**src/design/bba_pkg.sv**
```systemverilog
`timescale 1ns / 1ps
// ----------------------------------------------------------------------------
// bba_pkg
// Shared types and codes of the bitmap block allocator: command, pool and
// status codes, register map, configuration bundle, memory request and the
// sequencer state type.
// ----------------------------------------------------------------------------
package bba_pkg;

    // Bitmap word geometry
    localparam int WORD_W    = 32;
    localparam int BIT_SEL_W = 5;
    // Widest word address of either bitmap (65536 bits / 32)
    localparam int MEM_AW_W  = 11;

    // Command codes
    localparam logic [1:0] CMD_ALLOC = 2'd0;
    localparam logic [1:0] CMD_FREE  = 2'd1;
    localparam logic [1:0] CMD_CLEAR = 2'd2;

    // Pool select
    localparam logic POOL_INODE = 1'b0;
    localparam logic POOL_DATA  = 1'b1;

    // Response status codes
    localparam logic [1:0] STAT_OK    = 2'd0;
    localparam logic [1:0] STAT_FULL  = 2'd1;
    localparam logic [1:0] STAT_RANGE = 2'd2;

    // Register map (word index into the APB space)
    localparam int         PADDR_W         = 4;
    localparam logic [1:0] REG_INODE_LIMIT = 2'd0;
    localparam logic [1:0] REG_DATA_BASE   = 2'd1;
    localparam logic [1:0] REG_TOTAL_BLKS  = 2'd2;

    // Register reset values
    localparam logic [10:0] INODE_LIMIT_RST = 11'd1024;
    localparam logic [31:0] DATA_BASE_RST   = 32'd36;
    localparam logic [31:0] TOTAL_BLKS_RST  = 32'd64;

    typedef struct packed {
        logic [10:0] inode_limit;
        logic [31:0] data_base;
        logic [31:0] blk_total;
    } cfg_t;

    // Single-port bitmap memory request
    typedef struct packed {
        logic                en;
        logic                we;
        logic [MEM_AW_W-1:0] addr;
        logic [WORD_W-1:0]   wdata;
    } mem_req_t;

    typedef enum logic [2:0] {
        S_INIT,
        S_IDLE,
        S_PREP,
        S_SCAN,
        S_FREE_CHK,
        S_FREE_WR,
        S_CLEAR,
        S_DONE
    } state_t;

endpackage

```
**src/design/bba_bitmap_ram.sv**
```systemverilog
`timescale 1ns / 1ps
// ----------------------------------------------------------------------------
// bba_bitmap_ram
// Single-port synchronous bitmap memory, 32-bit words, registered read.
// ----------------------------------------------------------------------------
module bba_bitmap_ram #(
    parameter int DEPTH = 32
) (
    input  logic                         clk,
    input  bba_pkg::mem_req_t            req,
    output logic [bba_pkg::WORD_W-1:0]   rdata
);

    localparam int AW = (DEPTH > 1) ? $clog2(DEPTH) : 1;

    logic [bba_pkg::WORD_W-1:0] mem [DEPTH];
    logic [bba_pkg::WORD_W-1:0] rdata_reg;

    assign rdata = rdata_reg;

    always_ff @(posedge clk)
    begin
        if (req.en)
        begin
            if (req.we)
            begin
                mem[req.addr[AW-1:0]] <= req.wdata;
            end
            else
            begin
                rdata_reg <= mem[req.addr[AW-1:0]];
            end
        end
    end

endmodule

```
**config.mk**
```make
export PLATFORM = sky130hd
export DESIGN_NAME = bba_bitmap_ram
export DESIGN_NICKNAME = d
export VERILOG_FILES = /design/src/design/bba_pkg.sv /design/src/design/bba_bitmap_ram.sv
export SDC_FILE = /design/constraint.sdc
export NUM_CORES = 1
export LEC_CHECK = 0
export BUFFER_PORTS_ARGS = -buffer_cell sky130_fd_sc_hd__buf_4
export CELL_PAD_IN_SITES_DETAIL_PLACEMENT = 1
export CELL_PAD_IN_SITES_GLOBAL_PLACEMENT = 1
export CORE_MARGIN = 1
export CORE_UTILIZATION = 58
export DETAILED_ROUTE_END_ITERATION = 8
export PLACE_DENSITY = 0.87
export SLEW_MARGIN = 20
export SYNTH_ARGS = -nofsm -noshare
export SYNTH_HDL_FRONTEND = slang
export SYNTH_SLANG_ARGS = --single-unit
```
**constraint.sdc**
```tcl
create_clock -name clk -period 6.02 [get_ports clk]
set_clock_uncertainty 0.05 [all_clocks]
set_input_delay 0.602 -clock clk [delete_from_list [all_inputs] [get_ports clk]]
set_output_delay 0.602 -clock clk [all_outputs]
set_load 0.1 [all_outputs]
```
Word level (Yosys, flattened, before mapping)
Memory sizes are Yosys's and may differ from the RTL's. A register that Yosys moved wholly into a read port is not among the register bits.
Cells that the tools add are included.
W data, S select, Z words.
Storage, ports and cells
  register bits: 0
  bits in writable memories: 1024
  input port bits: 46
  output and inout port bits: 32
  logic and storage cells: 6
  memories: 1
Operators by class
  multiplexer cells: 3
  bitwise logic cells: 1
  reduce and logical (&&, ||, !) cells: 1
Memory list
  mem: depth 32, width 32, rd ports 1, clocked after Yosys merged registers in 1, wr ports 1, line bba_bitmap_ram.sv:16  | logic [bba_pkg::WORD_W-1:0] mem [DEPTH];
Operators by type and width (count)
  $mux W1: 3
  $reduce_and A2 Y1: 1
  $not A1 Y1: 1

Logic depth before layout (Yosys ltp)
Gate-level depths: netlist (run 1).
  depth in word-level cells: 3
  mapped depth: 8
  mapped depth without buffers: 4

Worst setup path before layout (run 1)
No wires, ideal clock.
  path type: in2reg
  from: in req[33] (netlist name)
  to: mem mem[26][0] (netlist name) (enable)
  library setup time: 461 ps
  arrival: 3750 ps
  data required time: 5509 ps
  slack: 1759 ps
  cell stages on the path: 6
  path buffers: 4
  cells stage by stage: clkbuf_1 buf_2 buf_4 buf_4 nand4b_1 nor3_1
RTL lines
  from (decl): line bba_bitmap_ram.sv:10  | input bba_pkg::mem_req_t req,
  to (decl): line bba_bitmap_ram.sv:16
No word-level cell before the write port.

==> results of run 1 <==
==> Yosys cell counts, drive strengths merged <==
cell        n  area share (%)
mux2i     512              13
nand2      36            0.34
or4         1           0.028
or4b        4            0.12
or3         2           0.031
nor2       30            0.28
nor3        4           0.050
edfxtp   1056              79
o22ai     256             4.0
nor4       64             1.0
or3b        2           0.044
nand3b      2           0.037
nor2b       1           0.016
nand4b      5            0.11
nand4bb     6            0.17
nand4       2           0.031
buf       100             1.6
clkbuf     26            0.24
nand3       1           0.012
==> cells by family after synthesis <==
family	synth area share, %
flip-flops	79.15
multiplexers	12.79
AO/OA/AOI/OAI	3.998
AND/OR/NAND/NOR	2.264
buffers and inverters	1.796
==> final timing paths <==
| check | slack [ps] | depth (start not counted) | startpoint | to |
|---|---|---|---|---|
| setup / recovery | 2050 | 7 | req[33] | rdata[13]$_DFFE_PP_ |
| hold reg to reg | 710 | 4 | mem[11][5]$_DFFE_PP_ | rdata[5]$_DFFE_PP_ |
| setup reg to reg | 3790 | 4 | mem[14][5]$_DFFE_PP_ | rdata[5]$_DFFE_PP_ |
| hold / removal | 280 | 1 | req[0] | mem[7][0]$_DFFE_PP_ |
==> power by group through the flow <==
stage	Combinational, mW	Clock (mW)	Sequential, mW
2_1_floorplan	0.329	0	8.41
3_3_place_gp	0.645	0	8.33
3_5_place_dp	0.696	0	8.33
4_1_cts	0.726	6.61	8.18
5_1_grt	0.769	6.98	8.18
6_report	0.761	6.81	8.18
==> layer usage <==
metal	vias up	GRT usage [%]	share of wire, %
li1	8854	-	-
met1	11810	46.06	34
met2	2151	59.30	47
met3	590	8.398	12
met4	8	19.89	6.6
met5	-	0	0.034
==> stage by stage <==
step / instances / power [mW] / area [sq um] / hold WS (ps) / utilization (%)
final: 3181 / 15.75 / 45150 / 282.3 / 66.64
after CTS: 3177 / 15.52 / 45100 / 264.0 / 66.56
after global routing: 3179 / 15.93 / 45140 / 288.0 / 66.63
after floorplan: 2110 / 8.740 / 40060 / 601.5 / -
after detailed placement: 2990 / 9.030 / 41760 / 664.3 / 61.63
after global placement: 2989 / 8.971 / 41730 / 646.5 / 61.59
==> cell type report <==
cell class | count | area, sq um
clock buffers | 117 | 2587
diodes | 3 | 7.507
clock inverters | 70 | 754.5
flip-flops and latches | 1056 | 31710
well taps | 873 | 1092
multi-input cells | 928 | 7919
repair buffers | 134 | 1079
fillers | 5459 | 22600
==> results.tsv, run 1 <==
stage	metric	value	unit
worst_setup_path	critPathCaptureType	register	
cts	cts-hold-fix-buffers	0	
cells_and_area	drive_gt1_share	14.45	%
routing	viasPerCell	7.361	
power	p_seq_share	51.9	%
job	maxCapViolCount	0	
global_routing	overflow	0	
routing	drt_iter0_drc	3982	
cts	clk_latency	700	ps
synthesis	syn_nets	2156	
synthesis	yosysWarnings	0	
cells_and_area	largest_register_ffs	1024	
floorplanning	start_util	59.13	%
place	place_ws	1833	ps
worst_setup_path	cp.required	6370	ps
cells_and_area	final_common_cell	edfxtp_1	
cts	cts_tree	built	
floorplanning	core	67750	sq um
sta	final_max_slew_viol_count	0	
global_routing	grt_pass1_wl	178.5	mm
power	p_sw_share	23.21	%
synthesis	synth_area	40060	sq um
sta	fmax	251.8	MHz
sta	worst_pin_slew	1179	ps
global_routing	antenna_found_initial	6	
cts	clk_path_buf_depth	3	
synthesis	syn_avg_cell_area	18.99	sq um
run_status	outcome	completed	
sta	setup_violations	0	
worst_setup_path	cp.arrival	4320	ps
floorplanning	pin_count	78	
synthesis	synthCells	2110	
worst_setup_path	critical_path_peak_fanout	138	
routing	drc	0	
synthesis	ys_seq_area_share	79.15	%
cts	htree_levels	3	
worst_setup_path	crit_chain	buf_8, buf_12, buf_4, mux2i_1, o22ai_1, nor4_1, nand2_1	
cts	cts.clk_slew.worst_paths	80	ps
floorplanning	die_h	264.8	um
sta	rsz0062_at_grt	false	
worst_setup_path	slowest_delay	890	ps
floorplanning	die_w	264.8	um
min_path	hold_path.class	in2reg	
routing	postRouteAntennaNets	0	
cts	clock-root-buffer	clkbuf_16	
global_routing	track_usage	36.57	%
power	p_per_area	348.9	nW/um^2
sta	tns	0	ps
power	power.internal	12.10	mW
worst_setup_path	path_buf_inv	3	
place	dpl.hpwl	64.25	mm
worst_setup_path	cpMaxStageDelayCell	buf_4	
synthesis	synth.distinct_cells	23	
power	leakagePower	15.56	nW
power	clkPwrFrac	43.2	%
cts	numCtsBuffers	100	
sta	fin_crit_sh	65.97	%
routing	vias	23420	
routing	wirelength	135.6	mm
global_routing	grt_pass1_vias	24110	
cts	post_cts_resized	0	
routing	dr.pass1.iters	6	
sta	fin_ws	2048	ps
floorplanning	rows	95	
floorplanning	die_area	70130	sq um
power	combPwrFrac	4.8	%
power	netSwitchingPower	3.656	mW
synthesis	ys_ff_latch	1056	
worst_setup_path	critPathKind	in2reg	
cells_and_area	nNetsFinal	2266	
power	peakVddDrop	0.2356	mV
place	io_buffers	71	
sta	hold_viol_final	0	
sta	max_slew_margin	21.24	%
worst_setup_path	start_kind	primary input	
sta	period_needed	3972	ps
worst_setup_path	crit_family	buffers and inverters	
cts	cts_sinks	1056	
cells_and_area	synthToLayoutAreaGrowth	12.70	%
cells_and_area	final_cell_mix	edfxtp_1, mux2i_1, o22ai_1	
global_routing	grt_max_degree	139	
cts	postCtsSetupBuffers	0	
place	place_congestion	0.7939	
routing	wire_per_inst	42.64	um
Power figures use the tool's default switching activity.
==> inputs of run 2 (changes only) <==
Settings changed: CORE_UTILIZATION 58 to 55, PLACE_DENSITY 0.87 to 0.83.
Clock period 6.02 ns to 3.9 ns, I/O delays scaled along.
==> results.tsv, run 2 (same netlist as run 1, synthesis figures left out) <==
stage	metric	value	unit	change
run_status	outcome	completed		unchanged
cells_and_area	post-route-util	63.88	%	was 66.64%
floorplanning	pin_count	78		unchanged
power	peakVddDrop	0.3681	mV	was 0.2356 mV
sta	fmax	379.0	MHz	
cells_and_area	layout.area.seq	31710	sq um	unchanged
min_path	hold_depth	1		unchanged
cells_and_area	drive_gt1_share	15.81	%	was 14.45%
worst_setup_path	crit_top_cell	buf_4		
cells_and_area	multi_input_area	7920	sq um	was 7919 sq um
floorplanning	die_h	271.9	um	was 264.8 um
sta	setup_violations	0		unchanged
place	place_congestion	0.8066		was 0.7939
routing	dr.pass1.iters	5		was 6
worst_setup_path	crit_family	buffers and inverters		unchanged
routing	wirelength	127.2	mm	was 135.6 mm
worst_setup_path	ff2ff_setup_slack	1730	ps	was 3790 ps
cells_and_area	final_cell_mix	edfxtp_1, mux2i_1, o22ai_1		unchanged
floorplanning	die_area	73930	sq um	was 70130 sq um
cts	cts-hold-fix-buffers	0		unchanged
routing	drt_iter0_drc	3020		was 3982
worst_setup_path	r2r_cells	4		unchanged
cells_and_area	nFillCells	5970		was 5459
global_routing	antenna_found_initial	4		was 6
worst_setup_path	critical_path_peak_fanout	78		was 138
worst_setup_path	rr_endpoint	rdata[27]$_DFFE_PP_		was rdata[5]$_DFFE_PP_
cts	clock-root-buffer	clkbuf_16		unchanged
sta	hold_viol_final	0		unchanged
sta	fin_crit_sh	67.65	%	
routing	vias	22990		was 23420
cts	postCtsSetupBuffers	0		unchanged
routing	drc	0		unchanged
sta	rsz0062_at_grt	false		unchanged
floorplanning	rows	98		was 95
cts	numCtsBuffers	103		was 100
worst_setup_path	slowest_delay	590	ps	was 890 ps
cells_and_area	largest_register_ffs	1024		unchanged
global_routing	track_usage	34.48	%	was 36.57%
sta	tns	0	ps	unchanged
place	dpl.hpwl	64.36	mm	was 64.25 mm
cts	post_cts_resized	0		unchanged
cells_and_area	synthToLayoutAreaGrowth	14.38	%	was 12.70%
worst_setup_path	critPathCaptureType	register		unchanged
cts	cts_sinks	1056		unchanged
min_path	hp-start	req[23]		was req[0]
sta	final_max_slew_viol_count	0		unchanged
worst_setup_path	start_kind	primary input		unchanged
min_path	hold_path.class	in2reg		unchanged
cts	cts_tree	built		unchanged
worst_setup_path	path_buf_inv	3		unchanged
cts	htree_levels	3		unchanged
min_path	worstHoldEndpoint	mem[31][23]$_DFFE_PP_		was mem[7][0]$_DFFE_PP_
power	leakagePower	15.85	nW	was 15.56 nW
job	maxCapViolCount	0		unchanged
cts	cts.clk_slew.worst_paths	70	ps	was 80 ps
cells_and_area	nNetsFinal	2306		was 2266
sta	fin_ws	1262	ps	was 2048 ps
power	power	24.10	mW	was 15.75 mW
sta	worst_pin_slew	1017	ps	was 1179 ps
global_routing	grt_pass1_vias	24090		was 24110
cts	clk_path_buf_depth	3		unchanged
worst_setup_path	cp.required	4240	ps	was 6370 ps
worst_setup_path	cp.depth	7		unchanged
floorplanning	core	71730	sq um	was 67750 sq um
cts	clk_latency	680	ps	was 700 ps
place	place_ws	775.5	ps	was 1833 ps
sta	max_slew_margin	32.01	%	was 21.24%
cells_and_area	final_cell_area	45820	sq um	was 45150 sq um
global_routing	overflow	0		unchanged
routing	wire_per_inst	38.54	um	was 42.64 um
global_routing	grt_pass1_wl	178.3	mm	was 178.5 mm
routing	postRouteAntennaNets	0		unchanged
place	dpl_cell_area	42410	sq um	was 41760 sq um
floorplanning	die_w	271.9	um	was 264.8 um
sta	period_needed	2638	ps	
cells_and_area	final_common_cell	edfxtp_1		unchanged
worst_setup_path	r2r-start	mem[19][27]$_DFFE_PP_		was mem[14][5]$_DFFE_PP_
floorplanning	start_util	55.85	%	was 59.13%
worst_setup_path	crit_chain	buf_8, buf_4, buf_4, mux2i_1, o22ai_1, nor4_1, nand2_1		was buf_8, buf_12, buf_4, mux2i_1, o22ai_1, nor4_1, nand2_1
power	p_per_area	526.0	nW/um^2	was 348.9 nW/um^2
worst_setup_path	critPathKind	in2reg		unchanged
routing	viasPerCell	6.967		was 7.361
global_routing	grt_max_degree	79		was 139
worst_setup_path	cp.arrival	2980	ps	was 4320 ps
place	io_buffers	71		unchanged
worst_setup_path	cpMaxStageDelayCell	buf_8		was buf_4
run 2: report_power, final:
| group | switching [mW] | internal [mW] | total [mW] |
|---|---|---|---|
| Clock | 4.52 | 5.79 | 10.3 |
| Combinational | 0.829 | 0.335 | 1.16 |
| Sequential | 0.0390 | 12.6 | 12.6 |
run 2: stage by stage:
| stage | std cells | hold slack (ps) |
|---|---|---|
| final | 3300 | 69.77 |
| after global routing | 3297 | 70.21 |
| after CTS | 3296 | 38.80 |
| after detailed placement | 3105 | 669.3 |
| after global placement | 3105 | 655.1 |
| after floorplan | 2110 | 438.9 |
run 2: cell type report:
| type | count | area share [%] |
|---|---|---|
| Antenna cell | 4 | 0.02184 |
| Clock buffer | 124 | 6.029 |
| Clock inverter | 67 | 1.398 |
| Multi-Input combinational cell | 928 | 17.28 |
| Sequential cell | 1056 | 69.20 |
| Tap cell | 950 | 2.594 |
| Timing Repair Buffer | 171 | 3.473 |
run 2: worst max-delay path by stage:
stage	start	end
after detailed placement	req[33]	rdata[23]$_DFFE_PP_
final	req[33]	rdata[23]$_DFFE_PP_
after global routing	req[33]	rdata[23]$_DFFE_PP_
after CTS	req[33]	rdata[23]$_DFFE_PP_
after global placement	req[33]	rdata[23]$_DFFE_PP_
after floorplan	req[33]	mem[24][0]$_DFFE_PP_
run 2: per-layer routing:
layer | wire [um] | share of wire [%] | up-vias | track usage, %
met4 | 6716 | 5.3 | 6 | 17.58
li1 | - | - | 8940 | -
met2 | 60770 | 48 | 1789 | 55.41
met1 | 45900 | 36 | 11860 | 44.30
met3 | 13750 | 11 | 395 | 7.943
met5 | 46 | 0.036 | - | 0
