$ cat src/design/bba_pkg.sv
`timescale 1ns / 1ps
// ----------------------------------------------------------------------------
// bba_pkg
// Shared types and codes of the bitmap block allocator: command, pool and
// status codes, register map, configuration bundle, memory request and the
// sequencer state type.
// ----------------------------------------------------------------------------
package bba_pkg;

    // Bitmap word geometry
    localparam int WORD_W    = 32;
    localparam int BIT_SEL_W = 5;
    // Widest word address of either bitmap (65536 bits / 32)
    localparam int MEM_AW_W  = 11;

    // Command codes
    localparam logic [1:0] CMD_ALLOC = 2'd0;
    localparam logic [1:0] CMD_FREE  = 2'd1;
    localparam logic [1:0] CMD_CLEAR = 2'd2;

    // Pool select
    localparam logic POOL_INODE = 1'b0;
    localparam logic POOL_DATA  = 1'b1;

    // Response status codes
    localparam logic [1:0] STAT_OK    = 2'd0;
    localparam logic [1:0] STAT_FULL  = 2'd1;
    localparam logic [1:0] STAT_RANGE = 2'd2;

    // Register map (word index into the APB space)
    localparam int         PADDR_W         = 4;
    localparam logic [1:0] REG_INODE_LIMIT = 2'd0;
    localparam logic [1:0] REG_DATA_BASE   = 2'd1;
    localparam logic [1:0] REG_TOTAL_BLKS  = 2'd2;

    // Register reset values
    localparam logic [10:0] INODE_LIMIT_RST = 11'd1024;
    localparam logic [31:0] DATA_BASE_RST   = 32'd36;
    localparam logic [31:0] TOTAL_BLKS_RST  = 32'd64;

    typedef struct packed {
        logic [10:0] inode_limit;
        logic [31:0] data_base;
        logic [31:0] blk_total;
    } cfg_t;

    // Single-port bitmap memory request
    typedef struct packed {
        logic                en;
        logic                we;
        logic [MEM_AW_W-1:0] addr;
        logic [WORD_W-1:0]   wdata;
    } mem_req_t;

    typedef enum logic [2:0] {
        S_INIT,
        S_IDLE,
        S_PREP,
        S_SCAN,
        S_FREE_CHK,
        S_FREE_WR,
        S_CLEAR,
        S_DONE
    } state_t;

endpackage

$ cat src/design/bba_regs.sv
`timescale 1ns / 1ps
// ----------------------------------------------------------------------------
// bba_regs
// APB configuration registers: inode limit, data base and total blocks.
// ----------------------------------------------------------------------------
module bba_regs (
    input  logic                         clk,
    input  logic                         rst_n,
    input  logic                         psel,
    input  logic                         penable,
    input  logic                         pwrite,
    input  logic [bba_pkg::PADDR_W-1:0]  paddr,
    input  logic [31:0]                  pwdata,
    output logic [31:0]                  prdata,
    output logic                         pready,
    output bba_pkg::cfg_t                cfg
);

    bba_pkg::cfg_t cfg_reg;
    bba_pkg::cfg_t cfg_next;
    logic          wr_en;
    logic [1:0]    reg_sel;

    assign pready  = 1'b1;
    assign wr_en   = psel && penable && pwrite;
    assign reg_sel = paddr[3:2];
    assign cfg     = cfg_reg;

    // Write decode
    always_comb
    begin
        cfg_next = cfg_reg;
        if (wr_en)
        begin
            unique case (reg_sel)
                bba_pkg::REG_INODE_LIMIT: cfg_next.inode_limit = pwdata[10:0];
                bba_pkg::REG_DATA_BASE:   cfg_next.data_base   = pwdata;
                bba_pkg::REG_TOTAL_BLKS:  cfg_next.blk_total   = pwdata;
                default:                  cfg_next = cfg_reg;
            endcase
        end
    end

    // Read mux
    always_comb
    begin
        unique case (reg_sel)
            bba_pkg::REG_INODE_LIMIT: prdata = {21'd0, cfg_reg.inode_limit};
            bba_pkg::REG_DATA_BASE:   prdata = cfg_reg.data_base;
            bba_pkg::REG_TOTAL_BLKS:  prdata = cfg_reg.blk_total;
            default:                  prdata = 32'd0;
        endcase
    end

    always_ff @(posedge clk or negedge rst_n)
    begin
        if (!rst_n)
        begin
            cfg_reg.inode_limit <= bba_pkg::INODE_LIMIT_RST;
            cfg_reg.data_base   <= bba_pkg::DATA_BASE_RST;
            cfg_reg.blk_total   <= bba_pkg::TOTAL_BLKS_RST;
        end
        else
        begin
            cfg_reg <= cfg_next;
        end
    end

endmodule

$ cat config.mk
export PLATFORM = sky130hd
export DESIGN_NAME = bba_regs
export DESIGN_NICKNAME = d
export VERILOG_FILES = /design/src/design/bba_pkg.sv /design/src/design/bba_regs.sv
export SDC_FILE = /design/constraint.sdc
export NUM_CORES = 1
export LEC_CHECK = 0
export BUFFER_PORTS_ARGS = -buffer_cell sky130_fd_sc_hd__buf_4
export CAP_MARGIN = 20
export CORE_ASPECT_RATIO = 1.25
export CORE_MARGIN = 5
export CORE_UTILIZATION = 51
export DETAILED_ROUTE_END_ITERATION = 12
export PLACE_DENSITY = 0.9
export SYNTH_ARGS = -nofsm -noshare
export SYNTH_HDL_FRONTEND = slang
export SYNTH_SLANG_ARGS = --single-unit
$ cat constraint.sdc
create_clock -name clk -period 3.25 [get_ports clk]
set_input_delay 0.4875 -clock clk [delete_from_list [all_inputs] [get_ports clk]]
set_output_delay 0.4875 -clock clk [all_outputs]
set_load 0.05 [all_outputs]
# Word-level counts from Yosys, hierarchy flattened
# Index checks and enable logic that the tools add are counted.
[word_totals] wordCells=12 register_bits=75 inputBits=41
[op_classes] reduce_logical=6 n_eq_ne=2 n_mux=1
[ops] cell="$pmux W32 S3" count=1
[ops] cell="$reduce_and A2 Y1" count=3
[ops] cell="$eq A2 B1 Y1 const B" count=1
[ops] cell="$eq A2 B2 Y1 const B" count=1
[ops] cell="$logic_and A1 B1 Y1" count=2
[ops] cell="$logic_not A2 Y1" count=1

# Longest topological paths before layout
# Gate-level depths: netlist of the first run.
[logic_depth] depth_word=3 ltp_mapped=6 mapped_depth_nobuf=3

# Least setup slack after synthesis of the first run
# OpenSTA, ideal clock, no wires.
[synth_path] path_type="input to output" startpoint="input port paddr[2] (netlist name)" endpoint="output port prdata[1]" t_arrival_ps=2073 cell_stages=4 slack_ps=689 required_time_ps=2762 path_cell_list="buf_4 buf_2 mux2i_1 o21ai_0"
[synth_between] elab_chain_cells=2 word_cells_on_any_way=4
[synth_lines] element="from (decl)" line_no="bba_regs.sv:12" text="input logic [bba_pkg::PADDR_W-1:0] paddr,"
[synth_lines] element="$eq A2 B2 Y1 (tied with other cells)" line_no="bba_regs.sv:47" text="unique case (reg_sel)"
[synth_lines] element="$pmux W32 S3 (*)" line_no="bba_regs.sv:47"
[synth_lines] element="to (decl)" line_no="bba_regs.sv:14" text="output logic [31:0] prdata,"
# Mark *: on every way between the ends. The rest lies on a longest branch, timed or not.

# Worst setup path after layout of the first run
[layout_path] startpoint="input port paddr[3] (netlist name)" endpoint="output port prdata[1]"
# Same word-level chain as after synthesis.

==> results.sh, run 1 <==
export IMPL_hold_buffers=0
export IMPL_cts_htree_levels=3
export IMPL_holdCritPathClass="in -> async"
export IMPL_crit_arrival_ns=1.75
export IMPL_rows=33
export IMPL_timing_hold_violations_final=0
export IMPL_tns_ns=0
export IMPL_placement_cell_area_um2=4546
export IMPL_portBuffers=145
export IMPL_endpoint_kind="primary output"
export IMPL_synthCells=229
export IMPL_dr_pass1_iters=4
export IMPL_utilization_pct=72.02
export IMPL_num_io_pins=149
export IMPL_synth_area_um2=3420
export IMPL_routed_wirelength_um=8825
export IMPL_overflow=0
export IMPL_synth_cell_types=19
export IMPL_die_h_um=101.6
export IMPL_n_antenna_cell=0
export IMPL_finalCriticalPeriod_ns=2.235
export IMPL_path_class="in -> out"
export IMPL_power_mw=3.964
export IMPL_clkTransAtPathRegs_ns=0.08
export IMPL_die_w_um=83.24
export IMPL_grt_max_degree=76
export IMPL_yosysSeqAreaShare_pct=55.03
export IMPL_status="completed"
export IMPL_cts_tree="done"
export IMPL_clkSinkCount=75
export IMPL_grt_use_total_pct=21.72
export IMPL_fp_coreArea_um2=6565
export IMPL_grt_pass1_vias=2723
export IMPL_initial_core_util_pct=52.09
export IMPL_fmax_mhz=447.4
export IMPL_postCtsSetupBuffers=0
export IMPL_finalSetupViolCount=0
export IMPL_max_cap_viol_count=0
export IMPL_grt_pass1_wl_um=14660
export IMPL_globalplace_congestion=0.7965
export IMPL_critPathLaunchType="input port"
export IMPL_final_antenna_net_count=0
export IMPL_fin_skew_ns=0
export IMPL_maxSlewHeadroom_pct=35.17
export IMPL_ys_warn_count=0
export IMPL_p_leak_nw=2.408
export IMPL_cts_buffers=9
export IMPL_areaGrowthSynthToFinish_pct=38.27
export IMPL_clk_latency_ns=0.33
export IMPL_post_cts_resized=0
export IMPL_slew_violations=0
export IMPL_dp_hpwl_um=6235
export IMPL_rsz0062_at_grt="false"
export IMPL_nNetsFinal=413
export IMPL_drcViolationCount=0
export IMPL_viasPerCell=5.309
export IMPL_antenna_found_initial=0
export IMPL_drt_initial_drc_count=52
export IMPL_dieArea_um2=8453
export IMPL_wl_per_cell_um=19.06
export IMPL_fin_crit_sh_pct=68.77
export IMPL_syn_avg_cell_area_um2=14.93
export IMPL_vdd_drop_max_uv=510.4
export IMPL_worstPathRequired_ns=2.76
export IMPL_design_area_um2=4728
export IMPL_fillers=454
export IMPL_ys_ff_latch=75
export IMPL_worst_pin_slew_ns=0.9672
export IMPL_clockBufferDepth=2
export IMPL_powerDensity_nw_per_um2=838.3
export IMPL_largest_reg_flops=75
export IMPL_cts_root_buf="clkbuf_8"
export IMPL_vias=2458
export IMPL_synth_nets=270
export IMPL_cp_max_fo=26
export IMPL_drive_gt1_share_pct=66.22
## kinds of logic (layout without fill, tap and decap cells)
kind of cell           count (synthesis)  count (layout)  share of synthesized area, %
AOI/OAI and AO/OA                     32              32                         6.989
buffers and inverters                 18             165                         4.025
DFF                                   75              75                         55.03
muxes                                 86              86                         31.21
other                                  1               1                        0.1097
and+or+nand+nor                       17              17                         2.634
## worst max-delay path: stages
cell	delay (ns)
buf_4	0.19
nor2b_2	0.40
buf_12	0.23
nand2_1	0.06
o21ai_0	0.11
buf_4	0.25
## cells in the mapped netlist
| master | instances | area [µm²] |
|---|---|---|
| mux2_2 | 45 | 506.7 |
| dfrtp_1 | 71 | 1777 |
| clkbuf_1 | 7 | 26.28 |
| buf_2 | 5 | 25.02 |
| mux2_4 | 30 | 450.4 |
| nand3_2 | 1 | 10.01 |
| nor3b_2 | 1 | 12.51 |
| buf_4 | 2 | 15.01 |
| buf_12 | 3 | 60.06 |
| o21ai_0 | 11 | 55.05 |
| buf_6 | 1 | 11.26 |
| or3b_1 | 1 | 8.760 |
| a22o_1 | 21 | 183.9 |
| mux2i_1 | 11 | 110.1 |
| dfstp_2 | 4 | 105.1 |
| nor2b_1 | 2 | 12.51 |
| nand2_1 | 11 | 41.29 |
| conb_1 | 1 | 3.750 |
| nor3_1 | 1 | 5.000 |
## layout by cell type (no fill, tap or decap), types with 2 or more instances in the layout
cell type	n
dfstp_2	4
buf_4	149
mux2_2	45
nor2b_2	2
nand2_1	11
clkinv_2	2
clkinvlp_4	2
a22o_1	21
mux2_4	30
dfrtp_1	71
o21ai_0	11
clkbuf_8	9
mux2i_1	11
## per-layer routing
metal,up-vias,global-route usage [%],routed length [µm]
li1,1106,-,-
met1,1218,27.58,3825
met2,123,34.75,4123
met3,11,7.486,788
met4,0,8.050,88
met5,-,0,0
## power breakdown
part | internal (mW) | total [mW] | leakage (nW) | switching (mW)
Combinational | 0.647 | 1.94 | 1.41 | 1.29
Sequential | 1.16 | 1.35 | 0.913 | 0.190
Clock | 0.348 | 0.678 | 0.0881 | 0.329
## path summary, 6_finish.rpt
check	start	to	slack, ns	depth (start not counted)
max	paddr[3]	prdata[1]	1.02	6
min	rst_n	cfg[53]$_DFFE_PN0P_	0.29	1
max reg2reg	cfg[14]$_DFFE_PN0P_	cfg[14]$_DFFE_PN0P_	2.44	1
min reg2reg	cfg[8]$_DFFE_PN0P_	cfg[8]$_DFFE_PN0P_	0.54	1
max in group asynchronous	rst_n	cfg[17]$_DFFE_PN0P_	2.32	1
min in group clk	pwdata[21]	cfg[53]$_DFFE_PN0P_	0.39	2
## layout make-up
type	instances	area, µm²	area share, %
Clock buffer	10	127.6	2.699
Clock inverter	5	55.05	1.164
Multi-Input combinational cell	136	1416	29.96
Sequential cell	75	1882	39.80
Tap cell	87	108.9	2.302
Timing Repair Buffer	150	1139	24.08
## through the flow
| stage | hold WS, ns | setup WS (ns) | std cells |
|---|---|---|---|
| after floorplan | 0.1919 | 0.6892 | 229 |
| after global placement | 0.5170 | 0.9082 | 448 |
| after detailed placement | 0.5250 | 0.9081 | 448 |
| after CTS | 0.3267 | 1.003 | 463 |
| after global routing | 0.3660 | 0.8797 | 463 |
| final | 0.2887 | 1.015 | 463 |
No activity file was read; power rests on OpenSTA's default activity.
==> inputs of run 2 (changes only) <==
--- a/config.mk
+++ b/config.mk
@@ -5,13 +5,14 @@
 export SDC_FILE = /design/constraint.sdc
 export NUM_CORES = 1
 export LEC_CHECK = 0
+export ABC_AREA = 1
 export BUFFER_PORTS_ARGS = -buffer_cell sky130_fd_sc_hd__buf_4
 export CAP_MARGIN = 20
 export CORE_ASPECT_RATIO = 1.25
 export CORE_MARGIN = 5
-export CORE_UTILIZATION = 51
+export CORE_UTILIZATION = 43
 export DETAILED_ROUTE_END_ITERATION = 12
-export PLACE_DENSITY = 0.9
+export PLACE_DENSITY = 0.82
 export SYNTH_ARGS = -nofsm -noshare
 export SYNTH_HDL_FRONTEND = slang
 export SYNTH_SLANG_ARGS = --single-unit
==> constraint.sdc (replaced) <==
create_clock -name clk -period 1.96 [get_ports clk]
set_input_delay 0.294 -clock clk [delete_from_list [all_inputs] [get_ports clk]]
set_output_delay 0.294 -clock clk [all_outputs]
set_load 0.05 [all_outputs]
==> results.sh, run 2 <==
export IMPL_ys_flop_type="dfrtp_1"
export IMPL_rrSetupSlack_ns=1.21
export IMPL_most_common_layout_cells="324 x nand2_1, 150 x buf_4, 71 x dfrtp_1, 11 x nand3_1, 11 x clkbuf_8"
export IMPL_dp_hpwl_um=6955
export IMPL_synth_cell_types=13
export IMPL_wl_per_cell_um=14.36
export IMPL_critPathLaunchType="flop"
export IMPL_final_antenna_net_count=0
export IMPL_die_h_um=109.3
export IMPL_vias=3389
export IMPL_grt_pass1_vias=3389
export IMPL_clockBufferDepth=2
export IMPL_finalSetupViolCount=0
export IMPL_fin_crit_sh_pct=78.12
export IMPL_endpoint_kind="primary output"
export IMPL_overflow=0
export IMPL_rr_worst_depth=2
export IMPL_post_cts_resized=0
export IMPL_final_cells=693
export IMPL_crit_arrival_ns=1.24
export IMPL_synth_top_area_share_pct=52.38
export IMPL_synth_edff_count=0
export IMPL_ys_warn_count=0
export IMPL_die_w_um=89.44
export IMPL_tns_ns=0
export IMPL_rsz0062_at_grt="false"
export IMPL_yosysMostFrequentCell="nand2_1"
export IMPL_async_reset_ff_share_pct=100.0
export IMPL_num_io_pins=149
export IMPL_vdd_drop_max_uv=732.8
export IMPL_worst_pin_slew_ns=0.6850
export IMPL_syn_avg_cell_area_um2=7.571
export IMPL_utilization_pct=62.66
export IMPL_p_leak_nw=2.813
export IMPL_cp_max_fo=3
export IMPL_drcViolationCount=0
export IMPL_cts_buffers=9
export IMPL_clkTransAtPathRegs_ns=0.08
export IMPL_yosysSeqAreaShare_pct=55.48
export IMPL_clk_latency_ns=0.33
export IMPL_finalCriticalPeriod_ns=1.531
export IMPL_yosys_top_cells_count="324 x nand2_1, 71 x dfrtp_1, 14 x buf_4"
export IMPL_synthCells=448
export IMPL_synth_nets=489
export IMPL_synth_area_um2=3392
export IMPL_drt_initial_drc_count=138
export IMPL_holdPathStages=3
export IMPL_grt_max_degree=39
export IMPL_dieArea_um2=9776
export IMPL_holdCritPathClass="in -> reg"
export IMPL_clkSinkCount=75
export IMPL_powerDensity_nw_per_um2=1301
export IMPL_whs_ns=0.1610
export IMPL_drive_gt1_share_pct=31.27
export IMPL_viasPerCell=4.890
export IMPL_routed_wirelength_um=9949
export IMPL_initial_core_util_pct=43.78
export IMPL_cts_root_buf="clkbuf_8"
export IMPL_antenna_found_initial=0
export IMPL_ys_ff_latch=75
export IMPL_cts_htree_levels=3
export IMPL_n_antenna_cell=0
export IMPL_timing_hold_violations_final=0
export IMPL_globalplace_congestion=0.8081
export IMPL_synthTopCellsByArea="dfrtp_1 52%, nand2_1 36%, buf_4 3.1%, dfstp_2 3.1%, nand3_1 1.6%"
export IMPL_slew_violations=0
export IMPL_cts_tree="done"
export IMPL_areaGrowthSynthToFinish_pct=43.12
export IMPL_synth_area_leader_cell="dfrtp_1"
export IMPL_fp_coreArea_um2=7747
export IMPL_fmax_mhz=653.1
export IMPL_nNetsFinal=634
export IMPL_worstPathRequired_ns=1.67
export IMPL_grt_use_total_pct=21.48
export IMPL_grt_pass1_wl_um=16200
export IMPL_dr_pass1_iters=4
export IMPL_path_class="reg -> out"
export IMPL_fin_skew_ns=0
export IMPL_largest_reg_flops=75
export IMPL_rows=36
export IMPL_status="completed"
export IMPL_maxSlewHeadroom_pct=54.17
export IMPL_placed_cells_incl_taps=676
export IMPL_max_cap_viol_count=0
export IMPL_portBuffers=145
export IMPL_fillers=669
export IMPL_final_common_cell="nand2_1"
==> run 2: cell count changes in the layout (fill, tap and decap cells not counted), sizes merged, moves of 5 or more <==
| cell | change |
|---|---|
| a22o | -21 |
| buf | +5 |
| inv | +5 |
| mux2 | -75 |
| mux2i | -11 |
| nand2 | +317 |
| nand3 | +11 |
| nor2 | +5 |
| o21ai | -11 |
==> run 2: final cells by class <==
type / count / area (µm²) / share of cell area (%)
sequential: 75 / 1882 / 38.76
clock buffer: 12 / 155.1 / 3.196
multi-input combinational: 346 / 1346 / 27.73
clock inverter: 4 / 97.59 / 2.010
timing repair buffer: 156 / 1236 / 25.46
inverter: 5 / 18.77 / 0.3866
tap: 95 / 118.9 / 2.448
==> run 2: power breakdown <==
group | internal [mW] | total [mW] | switching (mW)
sequential | 1.88 | 2.15 | 0.275
combinational | 0.745 | 2.70 | 1.95
clock | 0.917 | 1.46 | 0.548
total | 3.54 | 6.32 | 2.78
==> run 2: cells by family (layout without fill, tap and decap cells) <==
| family | count (synthesis) | count (layout) | synth area share (%) |
|---|---|---|---|
| DFF | 75 | 75 | 55.48 |
| other | 1 | 1 | 0.1106 |
| and+or+nand+nor | 345 | 345 | 39.58 |
| buffers and inverters | 27 | 177 | 4.832 |
==> run 2: final timing paths <==
check,start,end
min in group asynchronous,rst_n,cfg[69]$_DFFE_PN0P_
worst min register to register,cfg[74]$_DFFE_PN1P_,cfg[74]$_DFFE_PN1P_
worst max register to register,cfg[6]$_DFFE_PN1P_,cfg[6]$_DFFE_PN1P_
max in group asynchronous,rst_n,cfg[6]$_DFFE_PN1P_
worst min-delay path,pwdata[16],cfg[16]$_DFFE_PN0P_
worst max-delay path,cfg[37]$_DFFE_PN1P_,prdata[5]
==> run 2: per-layer routing <==
metal  GRT usage, %  up-vias  share of wire (%)
met5              0        -                  0
met4          6.383        0                1.0
met3          6.147        9                9.6
met2          36.72      147                 50
met1          26.11     1604                 39
li1               -     1629                  -
==> run 2: timing repair <==
action                                  4_1_cts  5_1_grt
endpoints found under the setup margin        0        0
buffers inserted                              0        0
hold buffers                                  1        0
endpoints found under the hold margin        36        0
==> run 2: stage by stage <==
step / worst slack (ns) / power, mW / cell area (µm²)
3_5_place_dp: 0.4698 / 4.888 / 4592
4_1_cts: 0.4061 / 6.372 / 4855
6_report: 0.4288 / 6.316 / 4855
5_1_grt: 0.3540 / 6.592 / 4855
2_1_floorplan: 0.4995 / 3.948 / 3392
3_3_place_gp: 0.5025 / 4.830 / 4592
==> run 2: worst max-delay path, cell delays in order, from the launching register on <==
cell and delay, ns:
dfstp_2 0.56, nand2_1 0.06, nand3_1 0.08, buf_4 0.20
