[config.mk]
export PLATFORM = sky130hd
export DESIGN_NAME = bba_ctrl_flat
export DESIGN_NICKNAME = d
export VERILOG_FILES = /design/src/design/bba_pkg.sv /design/src/design/bba_req_if.sv /design/src/design/bba_rsp_if.sv /design/src/design/bba_ctrl.sv /design/src/flat_wrapper.sv
export SDC_FILE = /design/constraint.sdc
export NUM_CORES = 1
export LEC_CHECK = 0
export ABC_AREA = 1
export BUFFER_PORTS_ARGS = -buffer_cell sky130_fd_sc_hd__buf_2
export CAP_MARGIN = 10
export CELL_PAD_IN_SITES_DETAIL_PLACEMENT = 0
export CELL_PAD_IN_SITES_GLOBAL_PLACEMENT = 1
export CORE_MARGIN = 2
export CORE_UTILIZATION = 35
export CTS_BUF_LIST = sky130_fd_sc_hd__clkbuf_8 sky130_fd_sc_hd__clkbuf_16
export DETAILED_ROUTE_END_ITERATION = 6
export PLACE_DENSITY = 0.81
export SKIP_LAST_GASP = 1
export SLEW_MARGIN = 20
export SYNTH_ARGS = -nofsm -noshare
export SYNTH_HDL_FRONTEND = slang
export SYNTH_SLANG_ARGS = --single-unit
[constraint.sdc]
create_clock -name clk -period 7.7 [get_ports clk]
set_input_delay 1.54 -clock clk [delete_from_list [all_inputs] [get_ports clk]]
set_output_delay 1.54 -clock clk [all_outputs]
set_load 0.01 [all_outputs]
[src/design/bba_pkg.sv]
`timescale 1ns / 1ps
// ----------------------------------------------------------------------------
// bba_pkg
// Shared types and codes of the bitmap block allocator: command, pool and
// status codes, register map, configuration bundle, memory request and the
// sequencer state type.
// ----------------------------------------------------------------------------
package bba_pkg;

    // Bitmap word geometry
    localparam int WORD_W    = 32;
    localparam int BIT_SEL_W = 5;
    // Widest word address of either bitmap (65536 bits / 32)
    localparam int MEM_AW_W  = 11;

    // Command codes
    localparam logic [1:0] CMD_ALLOC = 2'd0;
    localparam logic [1:0] CMD_FREE  = 2'd1;
    localparam logic [1:0] CMD_CLEAR = 2'd2;

    // Pool select
    localparam logic POOL_INODE = 1'b0;
    localparam logic POOL_DATA  = 1'b1;

    // Response status codes
    localparam logic [1:0] STAT_OK    = 2'd0;
    localparam logic [1:0] STAT_FULL  = 2'd1;
    localparam logic [1:0] STAT_RANGE = 2'd2;

    // Register map (word index into the APB space)
    localparam int         PADDR_W         = 4;
    localparam logic [1:0] REG_INODE_LIMIT = 2'd0;
    localparam logic [1:0] REG_DATA_BASE   = 2'd1;
    localparam logic [1:0] REG_TOTAL_BLKS  = 2'd2;

    // Register reset values
    localparam logic [10:0] INODE_LIMIT_RST = 11'd1024;
    localparam logic [31:0] DATA_BASE_RST   = 32'd36;
    localparam logic [31:0] TOTAL_BLKS_RST  = 32'd64;

    typedef struct packed {
        logic [10:0] inode_limit;
        logic [31:0] data_base;
        logic [31:0] blk_total;
    } cfg_t;

    // Single-port bitmap memory request
    typedef struct packed {
        logic                en;
        logic                we;
        logic [MEM_AW_W-1:0] addr;
        logic [WORD_W-1:0]   wdata;
    } mem_req_t;

    typedef enum logic [2:0] {
        S_INIT,
        S_IDLE,
        S_PREP,
        S_SCAN,
        S_FREE_CHK,
        S_FREE_WR,
        S_CLEAR,
        S_DONE
    } state_t;

endpackage

[src/design/bba_req_if.sv]
`timescale 1ns / 1ps
// ----------------------------------------------------------------------------
// bba_req_if
// Request channel: command, pool and index with a valid/ready handshake.
// ----------------------------------------------------------------------------
interface bba_req_if;
    logic        valid;
    logic        ready;
    logic [1:0]  cmd;
    logic        pool;
    logic [31:0] index;

    modport source (output valid, output cmd, output pool, output index, input ready);
    modport sink   (input valid, input cmd, input pool, input index, output ready);
endinterface

[src/design/bba_rsp_if.sv]
`timescale 1ns / 1ps
// ----------------------------------------------------------------------------
// bba_rsp_if
// Response channel: status and granted number with a valid/ready handshake.
// ----------------------------------------------------------------------------
interface bba_rsp_if;
    logic        valid;
    logic        ready;
    logic [1:0]  status;
    logic [31:0] granted;

    modport source (output valid, output status, output granted, input ready);
    modport sink   (input valid, input status, input granted, output ready);
endinterface

[src/design/bba_ctrl.sv]
`timescale 1ns / 1ps
// ----------------------------------------------------------------------------
// bba_ctrl
// Allocator sequencer: word scan with pipelined reads for allocate,
// read-modify-write for free, clearing sweeps, and the response register.
// ----------------------------------------------------------------------------
module bba_ctrl #(
    parameter int INODE_BITS = 1024,
    parameter int DATA_BITS  = 4096
) (
    input  logic                        clk,
    input  logic                        rst_n,
    input  bba_pkg::cfg_t               cfg,
    bba_req_if.sink                     req,
    bba_rsp_if.source                   rsp,
    output bba_pkg::mem_req_t           inode_mem,
    output bba_pkg::mem_req_t           data_mem,
    input  logic [bba_pkg::WORD_W-1:0]  inode_rdata,
    input  logic [bba_pkg::WORD_W-1:0]  data_rdata
);

    localparam int IWORDS = (INODE_BITS + 31) / 32;
    localparam int DWORDS = (DATA_BITS + 31) / 32;
    localparam int MWORDS = (IWORDS > DWORDS) ? IWORDS : DWORDS;
    localparam int MAXB   = (INODE_BITS > DATA_BITS) ? INODE_BITS : DATA_BITS;
    localparam int PW     = $clog2(MWORDS + 1);
    localparam int NW     = $clog2(MAXB + 1);

    // Lowest set bit of a word
    function automatic logic [bba_pkg::BIT_SEL_W-1:0] lowest_bit(input logic [31:0] w);
        logic [bba_pkg::BIT_SEL_W-1:0] pos;
        pos = '0;
        for (int k = 31; k >= 0; k--)
        begin
            if (w[k])
            begin
                pos = bba_pkg::BIT_SEL_W'(k);
            end
        end
        return pos;
    endfunction

    bba_pkg::state_t state_reg, state_next;
    logic [1:0]      cmd_reg, cmd_next;
    logic            pool_reg, pool_next;
    logic [31:0]     idx_reg, idx_next;
    logic [NW-1:0]   span_reg, span_next;
    logic [31:0]     off_reg, off_next;
    logic            bad_reg, bad_next;
    logic [PW-1:0]   ptr_reg, ptr_next;
    logic            chk_vld_reg, chk_vld_next;
    logic [PW-1:0]   chk_ptr_reg, chk_ptr_next;
    logic [1:0]      res_status_reg, res_status_next;
    logic            res_grant_reg, res_grant_next;
    logic            rsp_vld_reg, rsp_vld_next;
    logic [1:0]      rsp_status_reg, rsp_status_next;
    logic [31:0]     rsp_granted_reg, rsp_granted_next;

    logic                          req_fire;
    logic [31:0]                   rdata;
    logic [31:0]                   diff_c;
    logic [NW-1:0]                 inode_span_c;
    logic [NW-1:0]                 data_span_c;
    logic [PW-1:0]                 scan_words;
    logic                          issue;
    logic [NW-6:0]                 limit_word;
    logic [4:0]                    limit_bit;
    logic [31:0]                   word_mask;
    logic [31:0]                   free_bits;
    logic                          found;
    logic                          scan_done;
    logic [bba_pkg::BIT_SEL_W-1:0] hit_bit;
    logic                          range_bad;
    logic [PW-1:0]                 pool_last;
    logic                          clear_last;
    logic                          init_last;
    logic [31:0]                   free_mask;
    logic                          done_take;
    logic [31:0]                   base_sum;
    bba_pkg::mem_req_t             act_mem;
    bba_pkg::mem_req_t             idle_mem;

    assign req_fire = req.valid && req.ready;
    assign rdata    = (pool_reg == bba_pkg::POOL_DATA) ? data_rdata : inode_rdata;

    // Pool sizes from configuration
    assign diff_c       = cfg.blk_total - cfg.data_base;
    assign inode_span_c = (32'(cfg.inode_limit) < 32'(INODE_BITS)) ?
                          NW'(cfg.inode_limit) : NW'(INODE_BITS);
    assign data_span_c  = (cfg.blk_total <= cfg.data_base) ? '0 :
                          (diff_c < 32'(DATA_BITS)) ? NW'(diff_c) : NW'(DATA_BITS);

    // Scan window: words holding any bit below the span
    assign scan_words = PW'((32'(span_reg) + 32'd31) >> 5);
    assign issue      = ptr_reg < scan_words;
    assign limit_word = span_reg[NW-1:5];
    assign limit_bit  = span_reg[4:0];

    // Valid-bit mask of the word under check
    always_comb
    begin
        if (32'(chk_ptr_reg) < 32'(limit_word))
        begin
            word_mask = '1;
        end
        else if (32'(chk_ptr_reg) == 32'(limit_word))
        begin
            word_mask = (32'd1 << limit_bit) - 32'd1;
        end
        else
        begin
            word_mask = '0;
        end
        // Inode number zero is reserved
        if ((pool_reg == bba_pkg::POOL_INODE) && (chk_ptr_reg == '0))
        begin
            word_mask[0] = 1'b0;
        end
    end

    assign free_bits  = ~rdata & word_mask;
    assign found      = chk_vld_reg && (|free_bits);
    assign scan_done  = !issue && !found;
    assign hit_bit    = lowest_bit(free_bits);
    assign range_bad  = bad_reg || (off_reg >= 32'(span_reg));
    assign pool_last  = (pool_reg == bba_pkg::POOL_DATA) ? PW'(DWORDS - 1) : PW'(IWORDS - 1);
    assign clear_last = ptr_reg == pool_last;
    assign init_last  = ptr_reg == PW'(MWORDS - 1);
    assign free_mask  = 32'd1 << off_reg[4:0];
    assign done_take  = !rsp_vld_reg || rsp.ready;
    assign base_sum   = cfg.data_base + off_reg;

    assign rsp.valid   = rsp_vld_reg;
    assign rsp.status  = rsp_status_reg;
    assign rsp.granted = rsp_granted_reg;

    // Next state
    always_comb
    begin
        state_next = state_reg;
        unique case (state_reg)
            bba_pkg::S_INIT:     if (init_last) state_next = bba_pkg::S_IDLE;
            bba_pkg::S_IDLE:     if (req_fire) state_next = bba_pkg::S_PREP;
            bba_pkg::S_PREP:
            begin
                unique case (cmd_reg)
                    bba_pkg::CMD_ALLOC: state_next = bba_pkg::S_SCAN;
                    bba_pkg::CMD_FREE:  state_next = bba_pkg::S_FREE_CHK;
                    bba_pkg::CMD_CLEAR: state_next = bba_pkg::S_CLEAR;
                    default:            state_next = bba_pkg::S_DONE;
                endcase
            end
            bba_pkg::S_SCAN:     if (found || scan_done) state_next = bba_pkg::S_DONE;
            bba_pkg::S_FREE_CHK: state_next = range_bad ? bba_pkg::S_DONE : bba_pkg::S_FREE_WR;
            bba_pkg::S_FREE_WR:  state_next = bba_pkg::S_DONE;
            bba_pkg::S_CLEAR:    if (clear_last) state_next = bba_pkg::S_DONE;
            bba_pkg::S_DONE:     if (done_take) state_next = bba_pkg::S_IDLE;
            default:             state_next = bba_pkg::S_INIT;
        endcase
    end

    // Outputs: handshake and memory requests
    always_comb
    begin
        idle_mem  = '0;
        act_mem   = '0;
        inode_mem = '0;
        data_mem  = '0;
        req.ready = (state_reg == bba_pkg::S_IDLE);
        unique case (state_reg)
            bba_pkg::S_INIT:
            begin
                // Reset sweep clears both bitmaps together
                inode_mem.en   = ptr_reg < PW'(IWORDS);
                inode_mem.we   = 1'b1;
                inode_mem.addr = bba_pkg::MEM_AW_W'(ptr_reg);
                data_mem.en    = ptr_reg < PW'(DWORDS);
                data_mem.we    = 1'b1;
                data_mem.addr  = bba_pkg::MEM_AW_W'(ptr_reg);
            end
            bba_pkg::S_SCAN:
            begin
                if (found)
                begin
                    act_mem.en    = 1'b1;
                    act_mem.we    = 1'b1;
                    act_mem.addr  = bba_pkg::MEM_AW_W'(chk_ptr_reg);
                    act_mem.wdata = rdata | (32'd1 << hit_bit);
                end
                else if (issue)
                begin
                    act_mem.en   = 1'b1;
                    act_mem.addr = bba_pkg::MEM_AW_W'(ptr_reg);
                end
            end
            bba_pkg::S_FREE_CHK:
            begin
                act_mem.en   = !range_bad;
                act_mem.addr = bba_pkg::MEM_AW_W'(off_reg >> 5);
            end
            bba_pkg::S_FREE_WR:
            begin
                act_mem.en    = 1'b1;
                act_mem.we    = 1'b1;
                act_mem.addr  = bba_pkg::MEM_AW_W'(off_reg >> 5);
                act_mem.wdata = rdata & ~free_mask;
            end
            bba_pkg::S_CLEAR:
            begin
                act_mem.en   = 1'b1;
                act_mem.we   = 1'b1;
                act_mem.addr = bba_pkg::MEM_AW_W'(ptr_reg);
            end
            default:
            begin
                act_mem = idle_mem;
            end
        endcase
        // Steer the active request to the selected pool
        if (state_reg != bba_pkg::S_INIT)
        begin
            inode_mem = (pool_reg == bba_pkg::POOL_INODE) ? act_mem : idle_mem;
            data_mem  = (pool_reg == bba_pkg::POOL_DATA)  ? act_mem : idle_mem;
        end
    end

    // Datapath next values
    always_comb
    begin
        cmd_next         = cmd_reg;
        pool_next        = pool_reg;
        idx_next         = idx_reg;
        span_next        = span_reg;
        off_next         = off_reg;
        bad_next         = bad_reg;
        ptr_next         = ptr_reg;
        chk_vld_next     = chk_vld_reg;
        chk_ptr_next     = chk_ptr_reg;
        res_status_next  = res_status_reg;
        res_grant_next   = res_grant_reg;
        rsp_vld_next     = rsp_vld_reg && !rsp.ready;
        rsp_status_next  = rsp_status_reg;
        rsp_granted_next = rsp_granted_reg;
        unique case (state_reg)
            bba_pkg::S_INIT:
            begin
                ptr_next = init_last ? '0 : ptr_reg + PW'(1);
            end
            bba_pkg::S_IDLE:
            begin
                if (req_fire)
                begin
                    cmd_next  = req.cmd;
                    pool_next = req.pool;
                    idx_next  = req.index;
                end
            end
            bba_pkg::S_PREP:
            begin
                if (pool_reg == bba_pkg::POOL_DATA)
                begin
                    span_next = data_span_c;
                    off_next  = idx_reg - cfg.data_base;
                    bad_next  = idx_reg < cfg.data_base;
                end
                else
                begin
                    span_next = inode_span_c;
                    off_next  = idx_reg;
                    bad_next  = idx_reg == 32'd0;
                end
                ptr_next        = '0;
                chk_vld_next    = 1'b0;
                res_status_next = bba_pkg::STAT_OK;
                res_grant_next  = 1'b0;
            end
            bba_pkg::S_SCAN:
            begin
                chk_vld_next = issue && !found;
                chk_ptr_next = ptr_reg;
                if (issue)
                begin
                    ptr_next = ptr_reg + PW'(1);
                end
                if (found)
                begin
                    off_next        = (32'(chk_ptr_reg) << 5) | 32'(hit_bit);
                    res_grant_next  = 1'b1;
                    res_status_next = bba_pkg::STAT_OK;
                end
                else if (scan_done)
                begin
                    res_status_next = bba_pkg::STAT_FULL;
                end
            end
            bba_pkg::S_FREE_CHK:
            begin
                if (range_bad)
                begin
                    res_status_next = bba_pkg::STAT_RANGE;
                end
            end
            bba_pkg::S_CLEAR:
            begin
                ptr_next = ptr_reg + PW'(1);
            end
            bba_pkg::S_DONE:
            begin
                if (done_take)
                begin
                    rsp_vld_next    = 1'b1;
                    rsp_status_next = res_status_reg;
                    if (!res_grant_reg)
                    begin
                        rsp_granted_next = 32'd0;
                    end
                    else if (pool_reg == bba_pkg::POOL_DATA)
                    begin
                        rsp_granted_next = base_sum;
                    end
                    else
                    begin
                        rsp_granted_next = off_reg;
                    end
                end
            end
            default:
            begin
                ptr_next = ptr_reg;
            end
        endcase
    end

    // Control registers
    always_ff @(posedge clk or negedge rst_n)
    begin
        if (!rst_n)
        begin
            state_reg   <= bba_pkg::S_INIT;
            ptr_reg     <= '0;
            chk_vld_reg <= 1'b0;
            rsp_vld_reg <= 1'b0;
        end
        else
        begin
            state_reg   <= state_next;
            ptr_reg     <= ptr_next;
            chk_vld_reg <= chk_vld_next;
            rsp_vld_reg <= rsp_vld_next;
        end
    end

    // Payload registers
    always_ff @(posedge clk)
    begin
        cmd_reg         <= cmd_next;
        pool_reg        <= pool_next;
        idx_reg         <= idx_next;
        span_reg        <= span_next;
        off_reg         <= off_next;
        bad_reg         <= bad_next;
        chk_ptr_reg     <= chk_ptr_next;
        res_status_reg  <= res_status_next;
        res_grant_reg   <= res_grant_next;
        rsp_status_reg  <= rsp_status_next;
        rsp_granted_reg <= rsp_granted_next;
    end

endmodule

[src/flat_wrapper.sv]
// flat-port wrapper written by rule: the top's interface ports become plain ports
module bba_ctrl_flat 
#(
    parameter int INODE_BITS = 1024,
    parameter int DATA_BITS  = 4096
)
  (clk, rst_n, cfg, inode_mem, data_mem, inode_rdata, data_rdata, req_valid, req_cmd, req_pool, req_index, req_ready, rsp_valid, rsp_status, rsp_granted, rsp_ready);
  bba_req_if req_i ();
  bba_rsp_if rsp_i ();
  input  logic clk;
  input  logic rst_n;
  input  bba_pkg::cfg_t cfg;
  output bba_pkg::mem_req_t inode_mem;
  output bba_pkg::mem_req_t data_mem;
  input  logic [bba_pkg::WORD_W-1:0] inode_rdata;
  input  logic [bba_pkg::WORD_W-1:0] data_rdata;
  input wire logic [$bits(req_i.valid)-1:0] req_valid;
  input wire logic [$bits(req_i.cmd)-1:0] req_cmd;
  input wire logic [$bits(req_i.pool)-1:0] req_pool;
  input wire logic [$bits(req_i.index)-1:0] req_index;
  output wire logic [$bits(req_i.ready)-1:0] req_ready;
  output wire logic [$bits(rsp_i.valid)-1:0] rsp_valid;
  output wire logic [$bits(rsp_i.status)-1:0] rsp_status;
  output wire logic [$bits(rsp_i.granted)-1:0] rsp_granted;
  input wire logic [$bits(rsp_i.ready)-1:0] rsp_ready;
  assign req_i.valid = req_valid;
  assign req_i.cmd = req_cmd;
  assign req_i.pool = req_pool;
  assign req_i.index = req_index;
  assign req_ready = req_i.ready;
  assign rsp_valid = rsp_i.valid;
  assign rsp_status = rsp_i.status;
  assign rsp_granted = rsp_i.granted;
  assign rsp_i.ready = rsp_ready;
  bba_ctrl #(.INODE_BITS(INODE_BITS), .DATA_BITS(DATA_BITS)) u_core (.clk(clk), .rst_n(rst_n), .cfg(cfg), .req(req_i), .rsp(rsp_i), .inode_mem(inode_mem), .data_mem(data_mem), .inode_rdata(inode_rdata), .data_rdata(data_rdata));
endmodule
======== Yosys cells after proc, flatten, opt, wreduce, memory -nomap -nowiden ========
Index checks and enable logic that the tools add are counted.
word-level totals
  register bits after elaboration ......... 139
  output and inout port bits .............. 126
  word-level logic and storage cells ...... 174
cells by class
  add/sub/neg operators ................... 6
  magnitude comparators ................... 9
  eq/ne operators ......................... 21
  shift-type cells ........................ 3
  muxes and demuxes ....................... 82
  bitwise gates (word level) .............. 7
  reductions and logical operators ........ 31
operators by type and width
  cell                                                          count
  two-way mux 32 bit                                            7
  two-way mux 45 bit                                            4
  two-way mux 5 bit                                             32
  one-hot mux 32 bit (2 select lines)                           2
  << shifter 1 x 5 -> 32 bit, first input constant              3
  two-way mux 13 bit                                            5
  bitwise AND 32 bit                                            2
  NOT 32 bit                                                    2
  subtractor 32 bit                                             2
  one-hot mux 11 bit (3 select lines)                           1
  adder 32 bit                                                  1
  >= comparator 32 x 13 -> 1 bit                                1
  <= comparator 32 bit                                          1
  logical NOT 32 bit                                            1
  less-than comparator 32 x 13 -> 1 bit, second input constant  1
  less-than comparator 32 bit                                   1
  OR 32 bit                                                     1
  one-hot mux 8 bit (4 select lines)                            1
  OR reduction 32 bit                                           1
  subtractor 32 x 1 -> 32 bit, second input constant            1
  two-way mux 8 bit                                             3
  one-hot mux 3 bit (8 select lines)                            1
  two-way mux 11 bit                                            2
  == test 8 bit                                                 2
  38 further kinds                                              81

======== Depth between registers and ports, before layout ========
  depth in word-level cells ............... 44
  depth in mapped cells ................... 49
  depth with buffers taken out ............ 48

======== Least setup slack after synthesis ========
OpenSTA, ideal clock, no wires.
  path type ............................... in2out
  start point ............................. input port data_rdata[30] in the netlist's numbering
  end point ............................... output port data_mem[0] in the netlist's numbering
  data arrival time ....................... 3707 ps
  slack ................................... 2453 ps
  stages .................................. 35
  cell sequence ........................... mux2i_1 > nand2_1 > nand2_1 > nand2_1 > nand2_1 > nand2_1 > nand2_1 > nand2_1 > nand2_1 > nand2_1 > nand2_1 > nand2_1 > nand2_1 > nand2_1 > nand2_1 > nand2_1 > nand2_1 > nand2_1 > nand2_1 > nand2_1 > nand2_1 > nand2_1 > nand2_1 > nand2_1 > nand2_1 > nand2_1 > nand2_1 > nand2_1 > nand2_1 > nand2_2 > nand2_4 > nand2_4 > o21bai_4 > nand4_1 > a21oi_1
RTL lines
  what             line                source
  start, declared  flat_wrapper.sv:16  input logic [bba_pkg::WORD_W-1:0] data_rdata;
  end, declared    flat_wrapper.sv:14  output bba_pkg::mem_req_t data_mem;

==> results.tsv <==
metric	value	unit
crit-path most repeated cell	nor2_1	
row count	74	
dpl hpwl	42330	um
PortBufs	303	
Pwr Total	5.143	mW
CTS tree	built	
Synth top cells by count	386 x nand2_1, 271 x inv_1, 227 x a21oi_1	
cell with the most instances after synthesis	nand2_1	
Avg Inst Size Synth	7.048	um^2
die area	42590	um^2
Clock Latency Late Sink	0.46	ns
TNS Setup	0	ns
first-iteration detailed-routing DRC count	1188	
CP Launch Type	flip-flop	
Max Fclk	143.3	MHz
register area	4109	um^2
synth-to-layout area growth	18.28	%
gr busiest metal	met2	
VDD IR max	174.1	uV
Total GRT Usage	24.71	%
critical path arrival	5.44	ns
r2r setup slk	2.48	ns
slew margin rel.	32.64	%
Die X	206.4	um
RD Place Congestion	0.9675	
Pre-antenna DRT Iters	5	
Multi-input gate area	8830	um^2
largest net degree at the start of global routing	80	
synth unique cells	58	
FF+latch count, synth	139	
CTS root buf	clkbuf_16	
Post-synth ARST share	9.353	%
CP Capture Type	output port	
worst slew pin tran	1.001	ns
Syn Inst Count	2034	
post-synthesis cell area	14330	um^2
post_cts resized	0	
post-synth top area cell	edfxtp_1	
CP max FO	27	
top-area cell type share of the netlist area	26.39	%
initial antenna violation count	6	
area of the core	40650	um^2
CP max-delay cell	edfxtp_1	
vias per inst	5.270	
crit path from	u_core.span_reg[1]$_DFFE_PP_	
status	finished, final reports clean	
Worst path max stage delay	0.60	ns
Max Cap Viol	0	
routed len/inst	18.67	um
clock skew	0.02202	ns
Top-Level Pins	304	
critical path type	reg -> out	
layout cells sized above 1	18.11	%
drt drc	0	
sequential fraction of the synthesis area	28.66	%
max-slew violations	0	
Leak Pwr	8.355	nW
Die Height	206.4	um
Fill cells	4269	
period utilization	90.64	%
crit path to	inode_mem[10]	
nets	2614	
final setup violation count	0	
EDFF count, synth	126	
clock sinks	139	
via count	15056	
met1 Usage GRT	32.89	%
CTS hold repair buffers	0	
Num CTS Buffers	17	
r2r endpoint	u_core.off_reg[17]$_SDFFCE_PP0P_	
Mapped Nets	2342	
met3 Usage GRT	3.374	%
fin crit period	6.979	ns
Final Cell Area	16960	um^2
Clock Tree Buf Depth	2	
placed cell area	16340	um^2
Req. time, crit path	6.16	ns
Reg clk slew, reported paths	0.07	ns
FF-to-FF path depth	24	
Routed Wire Length	53340	um
hold crit path type	reg -> reg	
Hold Vio Cnt, Final	0	
top cells by area, synth	edfxtp_1 26%, ha_1 11%, nand2_1 10%	
first-pass GRT wire length	79310	um
Synth Warn #	0	
RSZ-0062 raised after global routing	false	
vias in the first global route	13921	
ys flop type	edfxtp_1	
reg2reg start	u_core.span_reg[1]$_DFFE_PP_	
H-tree depth	4	
Post-CTS Setup Inserts	0	
Pwr Density	303.3	nW/um^2
initial core utilization	35.27	%
GR Util met2	40.42	%
total grt overflow	0	
remaining antenna violation count	0	
-- critical path, delay by kind of cell, from the launching register on --
| family | cells | cell delay (ns) |
|---|---|---|
| adder cells (fa/ha/maj) | 1 | 0.24 |
| flip-flops | 1 | 0.60 |
| AND/OR/NAND/NOR | 18 | 2.51 |
| buffers and inverters | 10 | 1.41 |
| AO/OA/AOI/OAI | 1 | 0.19 |
-- how the worst min path moves through the flow --
stage / from / to / slack [ns] / depth (start not counted)
floorplan: u_core.res_status_reg[0]$_DFFE_PP_ / u_core.rsp.status[0]$_DFFE_PP_ / 0.40 / 0
global placement: u_core.res_status_reg[0]$_DFFE_PP_ / u_core.rsp.status[0]$_DFFE_PP_ / 0.40 / 0
detailed placement: u_core.res_status_reg[0]$_DFFE_PP_ / u_core.rsp.status[0]$_DFFE_PP_ / 0.41 / 0
CTS: u_core.res_status_reg[0]$_DFFE_PP_ / u_core.rsp.status[0]$_DFFE_PP_ / 0.42 / 0
global route: u_core.res_status_reg[1]$_DFFE_PP_ / u_core.rsp.status[1]$_DFFE_PP_ / 0.43 / 0
finish: u_core.res_status_reg[1]$_DFFE_PP_ / u_core.rsp.status[1]$_DFFE_PP_ / 0.42 / 0
-- through the flow --
stage / instances / util, % / hold slack, ns / setup WS (ns)
3_5_place_dp: 2819 / 40.20 / 0.4079 / 1.379
2_1_floorplan: 2034 / - / 0.4003 / 2.453
3_3_place_gp: 2819 / 40.19 / 0.4019 / 1.363
4_1_cts: 2851 / 41.68 / 0.4222 / 0.8639
6_report: 2857 / 41.71 / 0.4246 / 0.7211
5_1_grt: 2855 / 41.70 / 0.4334 / 0.2639
-- logic make-up (layout without fill, tap and decap cells) --
logic type               count (synthesis)  after routing  share of synthesized area (%)
AND/OR/NAND/NOR                        807            807                          24.68
AO/OA/AOI/OAI                          507            507                          19.44
buffers and inverters                  357            642                          9.933
flip-flops                             139            139                          28.66
adder cells (fa/ha/maj)                130            130                          11.50
XOR/XNOR                                90             90                          5.499
multiplexers                             4              4                         0.2793
other                                    0              6                              0
-- layer usage --
layer	share of wire (%)	up-vias
met5	0.015	-
met4	2.9	2
met3	5.9	80
met1	45	6956
li1	-	7482
met2	46	536
-- final cells by class --
class	instances	area share [%]
antenna	6	0.08855
clock buffer	22	3.114
clock inverter	10	0.4280
inverter	292	6.524
multi-input combinational	1538	52.08
sequential	139	24.23
tap	532	3.926
timing repair buffer	318	9.608
-- where the power goes --
part / leakage, nW / switching [mW] / internal [mW]
combinational: 6.72 / 1.96 / 0.970
sequential: 1.33 / 0.215 / 1.15
clock: 0.303 / 0.365 / 0.489
total: 8.35 / 2.54 / 2.61
-- placed cells by master (no fill, tap or decap), types with 39 or more instances in the layout --
| cell | instances |
|---|---|
| nor2_1 | 202 |
| edfxtp_1 | 126 |
| nand2_1 | 385 |
| nand4_1 | 39 |
| inv_1 | 271 |
| xor2_1 | 64 |
| o21ai_0 | 158 |
| a21oi_1 | 227 |
| ha_1 | 127 |
| buf_2 | 303 |
| nand3_1 | 89 |
No activity file was read; power rests on OpenSTA's default activity.
